**src/rtl/pckr_pkg.sv**
```systemverilog
// Shared types and constants of the color-key recolor pipeline.
package pckr_pkg;

   localparam int NumRefs     = 4;
   localparam int RefWidth    = 33;
   localparam int CsrWidth    = 33;
   localparam int IndexWidth  = 3;
   localparam int ChanWidth   = 8;
   localparam int LevelWidth  = 9;
   localparam int PqWidth     = 17;
   localparam int NumWidth    = 22;
   localparam int YWidth      = 14;

   localparam logic [7:0] Tolerance = 8'd24;
   localparam logic [29:0] RoundHalf = 30'd1966080;
   localparam logic [14:0] RecipMul = 15'd17477;

   typedef enum logic [IndexWidth-1:0] {
      RegRefColor0 = 3'd0,
      RegRefColor1 = 3'd1,
      RegRefColor2 = 3'd2,
      RegRefColor3 = 3'd3,
      RegRefCount  = 3'd4,
      RegTargetHue = 3'd5,
      RegTargetSat = 3'd6,
      RegTargetVal = 3'd7
   } reg_index_type;

   localparam logic [RefWidth-1:0] RefReset0 = 33'h100B8F818;
   localparam logic [RefWidth-1:0] RefReset1 = 33'h0B358A858;
   localparam logic [RefWidth-1:0] RefReset2 = 33'h066386838;
   localparam logic [RefWidth-1:0] RefReset3 = 33'h026183818;

   typedef struct packed {
      logic [NumRefs-1:0][RefWidth-1:0] ref_color;
      logic [NumRefs-1:0]               ref_en;
      logic [LevelWidth-1:0]            sat;
      logic [LevelWidth-1:0]            val;
   } cfg_type;

   typedef struct packed {
      logic [31:0] pixel;
      logic        hit;
   } side_type;

   typedef struct packed {
      logic                 gray;
      logic [ChanWidth-1:0] level;
   } gray_type;

   typedef struct packed {
      logic load_a;
      logic load_b;
   } stage_en_type;

endpackage

```
**src/rtl/pckr_match.sv**
```systemverilog
// Stage one: compares a pixel with the active references and picks the first match.
module pckr_match (
   input  logic                              clock,
   input  logic                              load,
   input  pckr_pkg::cfg_type                 cfg,
   input  logic [31:0]                       pixel,
   output pckr_pkg::side_type                side_ff,
   output logic [pckr_pkg::LevelWidth-1:0]   refl_ff
);
   import pckr_pkg::*;

   logic [NumRefs-1:0] match;
   logic [1:0]         hit_idx;
   logic               hit_any;
   side_type           side_in;
   logic [LevelWidth-1:0] refl_in;

   function automatic logic near(input logic [7:0] a, input logic [7:0] b);
      logic [7:0] diff;
      diff = (a > b) ? a - b : b - a;
      return diff <= Tolerance;
   endfunction

   always_comb begin
      for (int i = 0; i < NumRefs; i++) begin
         match[i] = cfg.ref_en[i] &&
                    near(pixel[23:16], cfg.ref_color[i][23:16]) &&
                    near(pixel[15:8], cfg.ref_color[i][15:8]) &&
                    near(pixel[7:0], cfg.ref_color[i][7:0]);
      end
      hit_any = |match;
      hit_idx = 2'd0;
      for (int i = NumRefs - 1; i >= 0; i--) begin
         if (match[i]) begin
            hit_idx = 2'(i);
         end
      end
      side_in.pixel = pixel;
      side_in.hit   = hit_any;
      refl_in       = cfg.ref_color[hit_idx][32:24];
   end

   always_ff @(posedge clock) begin
      if (load) begin
         side_ff <= side_in;
         refl_ff <= refl_in;
      end
   end

endmodule

```
**src/rtl/pckr_light.sv**
```systemverilog
// Stages two and three: scaled lightness, then the HSL P and Q levels and the grey case.
module pckr_light (
   input  logic                              clock,
   input  pckr_pkg::stage_en_type            en,
   input  pckr_pkg::cfg_type                 cfg,
   input  logic [pckr_pkg::LevelWidth-1:0]   refl,
   output logic [pckr_pkg::PqWidth-1:0]      p_ff,
   output logic [pckr_pkg::PqWidth-1:0]      q_ff,
   output pckr_pkg::gray_type                gray_ff
);
   import pckr_pkg::*;

   logic [18:0]           lprod;
   logic [10:0]           lsh;
   logic [LevelWidth-1:0] l_in;
   logic [LevelWidth-1:0] l_ff;
   logic                  low;
   logic [8:0]            mul_a;
   logic [9:0]            mul_b;
   logic [18:0]           prod;
   logic [PqWidth-1:0]    q_in;
   logic [PqWidth-1:0]    p_in;
   gray_type              gray_in;

   always_comb begin
      lprod = 19'(refl) * 19'(cfg.val) + 19'd128;
      lsh   = lprod[18:8];
      l_in  = (lsh > 11'd256) ? 9'd256 : lsh[8:0];
   end

   always_comb begin
      low   = l_ff < 9'd128;
      mul_a = low ? l_ff : 9'd256 - l_ff;
      mul_b = low ? 10'd256 + 10'(cfg.sat) : 10'd256 - 10'(cfg.sat);
      prod  = 19'(mul_a) * 19'(mul_b);
      q_in  = low ? prod[16:0] : 17'(18'd65536 - prod[17:0]);
      p_in  = 17'({l_ff, 9'b0} - 18'(q_in));
      gray_in.gray  = cfg.sat == 9'd0;
      gray_in.level = (l_ff == 9'd0) ? 8'd0 : 8'(l_ff - 9'd1);
   end

   always_ff @(posedge clock) begin
      if (en.load_a) begin
         l_ff <= l_in;
      end
      if (en.load_b) begin
         p_ff    <= p_in;
         q_ff    <= q_in;
         gray_ff <= gray_in;
      end
   end

endmodule

```
**src/rtl/pckr_chan.sv**
```systemverilog
// Stages four and five of one color channel: hue ramp blend and scaling toward eight bits.
module pckr_chan (
   input  logic                              clock,
   input  pckr_pkg::stage_en_type            en,
   input  logic [8:0]                        hue_t,
   input  logic [pckr_pkg::PqWidth-1:0]      p,
   input  logic [pckr_pkg::PqWidth-1:0]      q,
   output logic [pckr_pkg::YWidth-1:0]       y_ff
);
   import pckr_pkg::*;

   logic [5:0]          w;
   logic [PqWidth-1:0]  d;
   logic [22:0]         p60;
   logic [22:0]         dw;
   logic [NumWidth-1:0] num_in;
   logic [NumWidth-1:0] num_ff;
   logic [29:0]         x;
   logic [YWidth-1:0]   y_in;

   always_comb begin
      if (hue_t < 9'd60) begin
         w = hue_t[5:0];
      end else if (hue_t < 9'd180) begin
         w = 6'd60;
      end else if (hue_t < 9'd240) begin
         w = 6'(9'd240 - hue_t);
      end else begin
         w = 6'd0;
      end
      d      = q - p;
      p60    = {p, 6'b0} - {4'b0, p, 2'b0};
      dw     = 23'(d) * 23'(w);
      num_in = 22'(p60 + dw);
   end

   always_comb begin
      x    = {num_ff, 8'b0} - 30'(num_ff) + RoundHalf;
      y_in = x[29:16];
   end

   always_ff @(posedge clock) begin
      if (en.load_a) begin
         num_ff <= num_in;
      end
      if (en.load_b) begin
         y_ff <= y_in;
      end
   end

endmodule

```
**src/rtl/pixel_color_key_hsl_recolor.sv**
```systemverilog
// Top level of the color-key recolor pipeline: registers, flow control and output stage.
//
//   channel   direction  ports                               accepted when
//   req       in         req_valid req_stall req_pixel_in    req_valid && !req_stall
//   rsp       out        rsp_valid rsp_stall rsp_pixel_out   rsp_valid && !rsp_stall
//                        rsp_recolored
//   csr       in         csr_wr_en csr_index csr_wdata       csr_wr_en && !reset
//
// One item enters per cycle while req_stall is low; an accepted item passes through the stage
// registers in order and can leave on rsp once it is in the output register.
// The six stages are match, lightness, P and Q, channel blend, scaling, and the reciprocal
// multiply into the output register. Synchronous reset empties the pipeline and loads the
// register defaults. A stall on rsp holds the output; empty stages behind it still fill.
module pixel_color_key_hsl_recolor (
   input  logic                              clock,
   input  logic                              reset,
   input  logic                              req_valid,
   output logic                              req_stall,
   input  logic [31:0]                       req_pixel_in,
   output logic                              rsp_valid,
   input  logic                              rsp_stall,
   output logic [31:0]                       rsp_pixel_out,
   output logic                              rsp_recolored,
   input  logic                              csr_wr_en,
   input  logic [pckr_pkg::IndexWidth-1:0]   csr_index,
   input  logic [pckr_pkg::CsrWidth-1:0]     csr_wdata
);
   import pckr_pkg::*;

   logic [NumRefs-1:0][RefWidth-1:0] ref_color_ff;
   logic [2:0]            ref_count_ff;
   logic [8:0]            target_hue_ff;
   logic [8:0]            target_sat_ff;
   logic [8:0]            target_val_ff;

   cfg_type               cfg;
   logic [8:0]            hue;
   logic [9:0]            hsum_r;
   logic [9:0]            hsum_b;
   logic [8:0]            t_r;
   logic [8:0]            t_b;
   logic                  window;
   logic [2:0]            cnt;

   logic [6:1]            v_ff;
   logic [6:1]            v_in;
   logic [6:1]            en;

   side_type              side1;
   logic [LevelWidth-1:0] refl1;
   side_type              side2_ff;
   side_type              side3_ff;
   side_type              side4_ff;
   side_type              side5_ff;
   gray_type              gray3;
   gray_type              gray4_ff;
   gray_type              gray5_ff;
   logic [PqWidth-1:0]    p3;
   logic [PqWidth-1:0]    q3;
   logic [YWidth-1:0]     y_r;
   logic [YWidth-1:0]     y_g;
   logic [YWidth-1:0]     y_b;
   logic [28:0]           prod_r;
   logic [28:0]           prod_g;
   logic [28:0]           prod_b;
   logic [31:0]           pixel_out_in;
   logic [31:0]           pixel_out_ff;
   logic                  recolored_ff;
   stage_en_type          light_en;
   stage_en_type          chan_en;

   always_ff @(posedge clock) begin
      if (reset) begin
         ref_color_ff[0] <= RefReset0;
         ref_color_ff[1] <= RefReset1;
         ref_color_ff[2] <= RefReset2;
         ref_color_ff[3] <= RefReset3;
         ref_count_ff    <= 3'd0;
         target_hue_ff   <= 9'd120;
         target_sat_ff   <= 9'd204;
         target_val_ff   <= 9'd256;
      end else if (csr_wr_en) begin
         case (reg_index_type'(csr_index))
            RegRefColor0: ref_color_ff[0] <= csr_wdata;
            RegRefColor1: ref_color_ff[1] <= csr_wdata;
            RegRefColor2: ref_color_ff[2] <= csr_wdata;
            RegRefColor3: ref_color_ff[3] <= csr_wdata;
            RegRefCount:  ref_count_ff    <= csr_wdata[2:0];
            RegTargetHue: target_hue_ff   <= csr_wdata[8:0];
            RegTargetSat: target_sat_ff   <= csr_wdata[8:0];
            RegTargetVal: target_val_ff   <= csr_wdata[8:0];
            default: begin
            end
         endcase
      end
   end

   always_comb begin
      hue    = (target_hue_ff >= 9'd360) ? target_hue_ff - 9'd360 : target_hue_ff;
      hsum_r = {1'b0, hue} + 10'd120;
      hsum_b = {1'b0, hue} + 10'd240;
      t_r    = (hsum_r >= 10'd360) ? 9'(hsum_r - 10'd360) : hsum_r[8:0];
      t_b    = (hsum_b >= 10'd360) ? 9'(hsum_b - 10'd360) : hsum_b[8:0];
      window = hue >= 9'd111 && hue <= 9'd129 &&
               target_sat_ff >= 9'd180 && target_sat_ff <= 9'd230;
      cnt    = (ref_count_ff > 3'd4) ? 3'd4 : ref_count_ff;
      cfg.ref_color = ref_color_ff;
      for (int i = 0; i < NumRefs; i++) begin
         cfg.ref_en[i] = !window && (3'(i) < cnt);
      end
      cfg.sat = (target_sat_ff > 9'd256) ? 9'd256 : target_sat_ff;
      cfg.val = target_val_ff;
   end

   // A stage loads when it is empty or when the stage after it moves on.
   always_comb begin
      en[6] = !v_ff[6] || !rsp_stall;
      for (int k = 5; k >= 1; k--) begin
         en[k] = !v_ff[k] || en[k+1];
      end
      v_in[1] = req_valid;
      for (int k = 2; k <= 6; k++) begin
         v_in[k] = v_ff[k-1];
      end
      req_stall = reset || !en[1];
      light_en.load_a = en[2];
      light_en.load_b = en[3];
      chan_en.load_a  = en[4];
      chan_en.load_b  = en[5];
   end

   always_ff @(posedge clock) begin
      if (reset) begin
         v_ff <= '0;
      end else begin
         for (int k = 1; k <= 6; k++) begin
            if (en[k]) begin
               v_ff[k] <= v_in[k];
            end
         end
      end
   end

   pckr_match u_match (
      .clock   (clock),
      .load    (en[1]),
      .cfg     (cfg),
      .pixel   (req_pixel_in),
      .side_ff (side1),
      .refl_ff (refl1)
   );

   pckr_light u_light (
      .clock   (clock),
      .en      (light_en),
      .cfg     (cfg),
      .refl    (refl1),
      .p_ff    (p3),
      .q_ff    (q3),
      .gray_ff (gray3)
   );

   pckr_chan u_chan_r (
      .clock (clock),
      .en    (chan_en),
      .hue_t (t_r),
      .p     (p3),
      .q     (q3),
      .y_ff  (y_r)
   );

   pckr_chan u_chan_g (
      .clock (clock),
      .en    (chan_en),
      .hue_t (hue),
      .p     (p3),
      .q     (q3),
      .y_ff  (y_g)
   );

   pckr_chan u_chan_b (
      .clock (clock),
      .en    (chan_en),
      .hue_t (t_b),
      .p     (p3),
      .q     (q3),
      .y_ff  (y_b)
   );

   always_ff @(posedge clock) begin
      if (en[2]) begin
         side2_ff <= side1;
      end
      if (en[3]) begin
         side3_ff <= side2_ff;
      end
      if (en[4]) begin
         side4_ff <= side3_ff;
         gray4_ff <= gray3;
      end
      if (en[5]) begin
         side5_ff <= side4_ff;
         gray5_ff <= gray4_ff;
      end
   end

   always_comb begin
      prod_r = 29'(y_r) * 29'(RecipMul);
      prod_g = 29'(y_g) * 29'(RecipMul);
      prod_b = 29'(y_b) * 29'(RecipMul);
      if (!side5_ff.hit) begin
         pixel_out_in = side5_ff.pixel;
      end else if (gray5_ff.gray) begin
         pixel_out_in = {side5_ff.pixel[31:24], gray5_ff.level, gray5_ff.level,
                         gray5_ff.level};
      end else begin
         pixel_out_in = {side5_ff.pixel[31:24], prod_r[27:20], prod_g[27:20],
                         prod_b[27:20]};
      end
   end

   always_ff @(posedge clock) begin
      if (en[6]) begin
         pixel_out_ff <= pixel_out_in;
         recolored_ff <= side5_ff.hit;
      end
   end

   assign rsp_valid     = v_ff[6];
   assign rsp_pixel_out = pixel_out_ff;
   assign rsp_recolored = recolored_ff;

endmodule

```
**config.mk**
```make
export PLATFORM = sky130hd
export DESIGN_NAME = pixel_color_key_hsl_recolor
export DESIGN_NICKNAME = d
export VERILOG_FILES = /design/src/rtl/pckr_pkg.sv /design/src/rtl/pckr_match.sv /design/src/rtl/pckr_light.sv /design/src/rtl/pckr_chan.sv /design/src/rtl/pixel_color_key_hsl_recolor.sv
export SDC_FILE = /design/constraint.sdc
export NUM_CORES = 2
export LEC_CHECK = 0
export CORE_UTILIZATION = 55
export CTS_BUF_LIST = sky130_fd_sc_hd__clkbuf_8
export DETAILED_ROUTE_END_ITERATION = 16
export DONT_BUFFER_PORTS = 1
export PLACE_DENSITY = 0.77
export SETUP_SLACK_MARGIN = 0.5
export SLEW_MARGIN = 0
export SYNTH_ARGS = -nofsm -noshare
export SYNTH_HDL_FRONTEND = slang
export SYNTH_HIERARCHICAL = 1
export SYNTH_SLANG_ARGS = --single-unit
```
**constraint.sdc**
```tcl
create_clock -name clock -period 15.55 [get_ports clock]
set_input_delay 1.555 -clock clock [delete_from_list [all_inputs] [get_ports clock]]
set_output_delay 1.555 -clock clock [all_outputs]
set_load 0.02 [all_outputs]
```
=== After elaboration in Yosys (flattened, before gate mapping) ===
Cells that the tools add are included.

* Flip-flop bits (word level): 553
* Bits of input ports: 73
* Output and inout port bits: 35
* Logic and storage cells: 240

* Add/subtract/negate cells: 50
* $mul: 8
* $lt $le $gt $ge: 49
* Equality and inequality tests: 7
* Muxes and demuxes: 37
* Reductions and logical operators: 47

{| class="wikitable"
|+ Operators with widths
! cell !! number
|-
| 8-bit subtractor || 24
|-
| 8-bit greater-than comparator || 12
|-
| 8-bit by 5-bit less-or-equal comparator with 1-bit output, second input constant || 12
|-
| 8-bit two-way mux || 12
|-
| 30-bit by 21-bit adder with 30-bit output, second input constant || 3
|-
| 30-bit by 22-bit subtractor with 30-bit output || 3
|-
| 14-bit by 15-bit multiplier with 28-bit output, second input constant || 3
|-
| 22-bit adder || 3
|-
| 33-bit binary-select mux with 2-bit select || 1
|-
| 17-bit by 6-bit multiplier with 22-bit output || 3
|-
| 9-bit by 8-bit < comparator with 1-bit output, second input constant || 7
|-
| 6-bit two-way mux || 9
|-
| 24-bit two-way mux || 2
|-
| 9-bit two-way mux || 5
|-
| 17-bit subtractor || 2
|-
| 33-bit two-way mux || 1
|-
| 9-bit by 6-bit < comparator with 1-bit output, second input constant || 3
|-
| 9-bit subtractor, second input constant || 3
|-
| 22-bit by 19-bit subtractor with 22-bit output || 1
|-
| 10-bit by 9-bit greater-or-equal comparator with 1-bit output, second input constant || 2
|-
| 18-bit by 8-bit adder with 19-bit output, second input constant || 1
|-
| 1-bit logical AND || 19
|-
| 9-bit by 8-bit less-or-equal comparator with 1-bit output, second input constant || 2
|-
| 9-bit zero test || 2
|-
| 31 further kinds || 63
|}

=== Longest topological paths before layout ===
* Word-level depth: 17
* Depth in mapped cells: 39
* Mapped depth without buffers: 38

=== By module ===
The synthesis kept the hierarchy.

{| class="wikitable"
|+ Modules (own cells, without submodules)
! module !! times used !! cells each !! area each (um^2) !! seq. area each (um^2)
|-
| pixel_color_key_hsl_recolor || 1 || 1730 || 18691.7 || 8858.5
|-
| pckr_chan at u_chan_b ... || 2 || 744 || 6822.8 || 1081.0
|-
| pckr_match || 1 || 1253 || 9877.0 || 1261.2
|-
| pckr_light || 1 || 930 || 8438.1 || 1531.5
|-
| pckr_chan at u_chan_r || 1 || 773 || 7016.7 || 1081.0
|}

=== Least setup slack after synthesis ===
No wires, ideal clock.

* Path type: reg2reg
* Start: register target_hue_ff[3]
* End: register u_chan_b.num_ff[21] (data pin)
* Setup time: 0.268 ns
* Arrival: 9.299 ns
* Required time: 15.282 ns
* Path slack: 5.984 ns
* Cell stages (with the launch flop): 35
* Buffers on the path: 2
* Clock period less this slack: 9.566 ns
* Cells stage by stage: dfxtp_1 > ha_1 > or4b_4 > a311o_4 > o21ai_1 > inv_1 > ha_1 > clkbuf_1 > or2_2 > o221ai_2 > nor2b_1 > xnor2_1 > nand2_1 > o21bai_1 > a21oi_1 > nor2_1 > nor2_1 > o22ai_1 > clkbuf_1 > nor2_1 > fa_1 > fa_1 > fa_1 > inv_1 > fa_1 > inv_1 > ha_1 > or3_1 > o21ai_0 > a211o_1 > a41oi_1 > a2111o_1 > a21o_1 > a211oi_2 > xnor3_1

* Cells in the longest elaborated chain, start to end: 11
* Elaborated cells on any way between the ends: 16

{| class="wikitable"
|+ RTL lines
! item !! line !! RTL
|-
| start: declaration || pixel_color_key_hsl_recolor.sv:32 || <nowiki>logic [8:0] target_hue_ff;</nowiki>
|-
| start signal: assignment || pixel_color_key_hsl_recolor.sv:89 || <nowiki>RegTargetHue: target_hue_ff <= csr_wdata[8:0];</nowiki>
|-
| 9-bit subtractor / 9-bit greater-or-equal comparator (equally long branches) || pixel_color_key_hsl_recolor.sv:99 || <nowiki>hue = (target_hue_ff >= 9'd360) ? target_hue_ff - 9'd360 : target_hue_ff;</nowiki>
|-
| 9-bit two-way mux (*) || pixel_color_key_hsl_recolor.sv:99 ||
|-
| net hue[4] || pixel_color_key_hsl_recolor.sv:37 || <nowiki>logic [8:0] hue;</nowiki>
|-
| 9-bit by 8-bit adder with 10-bit output (*) || pixel_color_key_hsl_recolor.sv:101 || <nowiki>hsum_b = {1'b0, hue} + 10'd240;</nowiki>
|-
| 9-bit subtractor / 10-bit by 9-bit greater-or-equal comparator with 1-bit output (equally long branches) || pixel_color_key_hsl_recolor.sv:103 || <nowiki>t_b = (hsum_b >= 10'd360) ? 9'(hsum_b - 10'd360) : hsum_b[8:0];</nowiki>
|-
| 9-bit two-way mux (*) || pixel_color_key_hsl_recolor.sv:103 ||
|-
| net t_b[5] || pixel_color_key_hsl_recolor.sv:41 || <nowiki>logic [8:0] t_b;</nowiki>
|-
| 9-bit by 8-bit < comparator with 1-bit output / 6-bit subtractor (equally long branches) || pckr_chan.sv:26, pckr_chan.sv:27 ||
|-
| 6-bit two-way mux || pckr_chan.sv:26 || <nowiki>end else if (hue_t < 9'd240) begin</nowiki>
|-
| 6-bit two-way mux || pckr_chan.sv:24 || <nowiki>end else if (hue_t < 9'd180) begin</nowiki>
|-
| 6-bit two-way mux (*) || pckr_chan.sv:22 || <nowiki>if (hue_t < 9'd60) begin</nowiki>
|-
| 17-bit by 6-bit multiplier with 22-bit output (*) || pckr_chan.sv:33 || <nowiki>dw = 23'(d) * 23'(w);</nowiki>
|-
| 22-bit adder (*) || pckr_chan.sv:34 || <nowiki>num_in = 22'(p60 + dw);</nowiki>
|-
| net u_chan_b.num_in[21] || pckr_chan.sv:16 || <nowiki>logic [NumWidth-1:0] num_in;</nowiki>
|-
| end signal: assignment || pckr_chan.sv:44 || <nowiki>num_ff <= num_in;</nowiki>
|-
| end: declaration || pckr_chan.sv:17 || <nowiki>logic [NumWidth-1:0] num_ff;</nowiki>
|}

The timed path passes the listed nets; every way through them passes the cells marked *.
A chain may end at the register's enable or synchronous reset.

=== Worst setup path after layout ===
* Start: register target_hue_ff[0]
* End: register u_chan_b.num_ff[21] (data pin)

Same word-level chain as after synthesis.

==> impl_summary.md <==
STA
Dividing the final minimum period by the clock period gives a little over two thirds. The remaining max-slew budget at the tightest pin is 22.53%. The peak clock frequency supported by timing is just over 90 MHz. Clock skew on the completed layout was measured at 0.05720 ns. The count of final max-slew check failures came to 0. Setup repair after global routing left no endpoint under its margin. The routed design could run at a clock period as short as ~11 ns. The final hold violation count is 0. The total negative setup slack is 0 ns.

For the pin with the worst max-slew slack, the measured transition is 1.157 ns. Setup violations remaining at the end of the flow were counted as 0.

Setup path
For this run, the slowest stage of the critical path takes between 0.6 and 0.7 ns. The worst setup path category is flip-flop to flip-flop. The critical path's slowest cell is sky130_fd_sc_hd__o21ai_1.

The endpoint class of the critical path is a flip-flop. Along the worst path, the maximum fanout reaches 18. The worst path arrival time is ~11 ns. STA classifies the critical path startpoint as a flip-flop.

The cell repeated most along the worst path is sky130_fd_sc_hd__inv_1. The critical path data required time is 15.98 ns.

Logic synthesis
The post-synth net total is 7,488. After synthesis, the cell types taking the most area are sky130_fd_sc_hd__edfxtp_1 (20%), sky130_fd_sc_hd__ha_1 (17%), sky130_fd_sc_hd__fa_1 (15%). The post-synthesis cell count is 6,174. The synthesized netlist devotes 15.12% of its cell area to simple gates. The largest total area in the synthesized netlist belongs to sky130_fd_sc_hd__edfxtp_1. The synthesized-area fraction occupied by adder cells is 32.71%. The share of synthesized area in the top cell type comes to roughly a fifth.

In the synthesized netlist the async set-or-reset flop fraction comes to 0%. The share of the synthesized area in compound gates (AO/OA/AOI/OAI) is 13.35%. The most common cell in the synthesized netlist is sky130_fd_sc_hd__inv_1.

Summing the sequential cell areas from Yosys gives 25.83% of the chip area. The xor-xnor portion of the synthesized cell area is 4.695%. The average size of a mapped cell is 9.341 um^2. The total standard cell area after synthesis is ~58,000 um^2. In this run, synthesis produced a sequential element count of roughly 550. The commonest register cell after synthesis is sky130_fd_sc_hd__edfxtp_1. Measured against the total synthesized area, the mux share comes to 0.9698%. After synthesis, the netlist uses 134 different library cells.

The number of enable-type register cells in the synthesized netlist is 384. The number of warnings issued by yosys is 6. Counting instances in the post-synthesis netlist gives the leading cell types as sky130_fd_sc_hd__inv_1 (953), sky130_fd_sc_hd__ha_1 (798), sky130_fd_sc_hd__nand2_1 (646). The dominant combinational cell family by area after synthesis is adder cells.

Global route
Entering global routing, the biggest net connects 170 pins. For this run, global-route usage on met3 was measured as 4.823%. The number of global-route vias before repair is 44,500.

The wire length of the first global-routing pass is 230.8 mm. The global routing usage summed across all routing layers is 27.01%. In this run the most used layer during global routing was met2. Summed over all layers, the global routing overflow is 0. The initial antenna violation count is 4. Global routing used 47.00% of the available met2 tracks. For met1 alone, demand over resource in global routing was 33.21%.

Placed design
After detailed placement, the total cell area comes to 58,990 um^2. Detailed placement ended at an HPWL of roughly 110 mm. The placer's final routability congestion estimate is around 0.95. The number of buffer cells added on primary ports is 0. Counting tap cells, the placed design contains a total of roughly 7,400 instances.

Detailed routing
The first detailed-routing pass took 5 iterations. For this block, the via count after detailed routing is 43,900. The average vias per placed instance is 5.776. After detailed routing, the average wire length per cell comes to 18.83 um. Once detail routing completed, the nets flagged for antenna violations numbered 0. The routed design has 143.1 mm of wire. The post-detailed-route DRC marker count is 0.

The detailed router finished its first iteration with slightly above 3,000 violations.

Floorplan
The initial cell density of the core is between 50 and 60%. The region available for standard cell placement spans 103,800 um^2. The number of core rows is 118. The die area is 106,200 um^2.

The die extent in y is 325.8 um. Measured along the x axis, the die boundary spans 325.8 um. For this design the top-level I/O count stands at 108.

Clocking
The maximum level of the CTS H-tree is 3. After clock tree synthesis, the clock-pin slew on the worst setup and hold paths is 0.06 ns. Buffers inserted during clock tree synthesis total 88. For the worst-skew pair, the clock arrives at the later sink with an insertion delay of 0.73 ns.

Clock tree synthesis found a total of 552 sinks. Hold repair after CTS inserted 0 buffers. CTS placed an instance of sky130_fd_sc_hd__clkbuf_8 at the clock tree root.

In this run the post-CTS setup repair buffer count came out at 0. The number of gates resized after CTS is 0. Counting along the longest clock path gives a buffer depth of 3. The TritonCTS clock tree is built.

Run
The number of max-cap violations is 0.

Outcome
The flow ran to the end, and the final reports show no timing, DRC or antenna violations.

Worst hold path
The classification of the worst-slack hold path is flip-flop to flip-flop.

Cells and area
The growth of design area from synthesis to finish is 5.309%. Once layout is complete, the cells apart from fillers number approximately 7,600. The net total in the final layout is 7,462. With fillers left out, the area of the finished cells amounts to 60,730 um^2.

Measured on the finished design, the core utilization comes to 58.51%. The fraction of final layout cells sized beyond drive strength 1 is roughly 4.9%.
-- placed cells by master (no fill, tap or decap), types with 99 or more instances in the layout --
master / count
sky130_fd_sc_hd__ha_1: 798
sky130_fd_sc_hd__edfxtp_1: 384
sky130_fd_sc_hd__a21oi_1: 331
sky130_fd_sc_hd__dfxtp_1: 168
sky130_fd_sc_hd__nor2_1: 450
sky130_fd_sc_hd__clkbuf_8: 99
sky130_fd_sc_hd__inv_1: 978
sky130_fd_sc_hd__o21ai_0: 156
sky130_fd_sc_hd__xnor2_1: 195
sky130_fd_sc_hd__nand2_1: 643
sky130_fd_sc_hd__fa_1: 443
-- metrics by stage --
| stage | hold slack [ns] | setup slack (ns) |
|---|---|---|
| after global placement | 0.4003 | 5.151 |
| after CTS | 0.3724 | 4.893 |
| after global routing | 0.3993 | 4.098 |
| final | 0.3667 | 4.709 |
| after floorplan | 0.4003 | 5.984 |
| after detailed placement | 0.4045 | 4.913 |
-- flip-flops by register name, summed over array words and instances, names as in the netlist, 14 cells and up --
name and count:
u_chan_g/num_ff 22, side4_ff 33, u_chan_g/y_ff 14, u_chan_b/num_ff 22, u_chan_b/y_ff 14, rsp_pixel_out 32
cfg 132, u_chan_r/y_ff 14, u_chan_r/num_ff 22, u_match/side_ff 33, side5_ff 33, u_light/q_ff 16
u_light/p_ff 17, side2_ff 33, side3_ff 33
-- kinds of logic (layout without fill, tap and decap cells) --
kind of cell | count (synthesis) | count (layout)
and+or+nand+nor | 1811 | 1811
adders and majority gates | 1242 | 1242
AOI/OAI and AO/OA | 1118 | 1118
buffers and inverters | 1099 | 1143
DFF | 552 | 552
xor gates and xnor gates | 299 | 299
muxes | 53 | 53
other | 0 | 2
-- path summary, 6_finish.rpt --
path | slack [ns] | endpoint | from | cells past startpoint
setup / recovery | 4.71 | u_chan_b/num_ff[21] | target_hue_ff[0] | 34
hold / removal | 0.37 | side5_ff[10] | side4_ff[10] | 0
setup reg to reg | 4.71 | u_chan_b/num_ff[21] | target_hue_ff[0] | 34
hold reg to reg | 0.37 | side5_ff[10] | side4_ff[10] | 0
-- area by class of cell --
| cell class | instances | area [um^2] |
|---|---|---|
| fillers | 8832 | 43060 |
| multi-input cells | 4523 | 38580 |
| flip-flops and latches | 552 | 14890 |
| inverters | 956 | 3592 |
| well taps | 1380 | 1727 |
| clock buffers | 99 | 1363 |
| clock inverters | 61 | 371.6 |
| repair buffers | 27 | 202.7 |
| diodes | 2 | 5.005 |
-- routing by layer --
metal	share of wire (%)	vias to the layer above
met4	3.9	4
met3	6.5	311
met5	0.015	-
li1	-	20930
met2	49	1436
met1	41	21220
-- critical path, delay by kind of cell (launching register included) --
family / cells / cell delay [ns]
xor gates and xnor gates: 2 / 0.64
buffers and inverters: 5 / 0.56
and+or+nand+nor: 8 / 1.85
AOI/OAI and AO/OA: 13 / 4.07
DFF: 1 / 0.54
adders and majority gates: 6 / 2.90
Power is left out: the tool's default activity adds up to more than one toggle a clock period on the data nets, which glitch-free logic cannot reach.
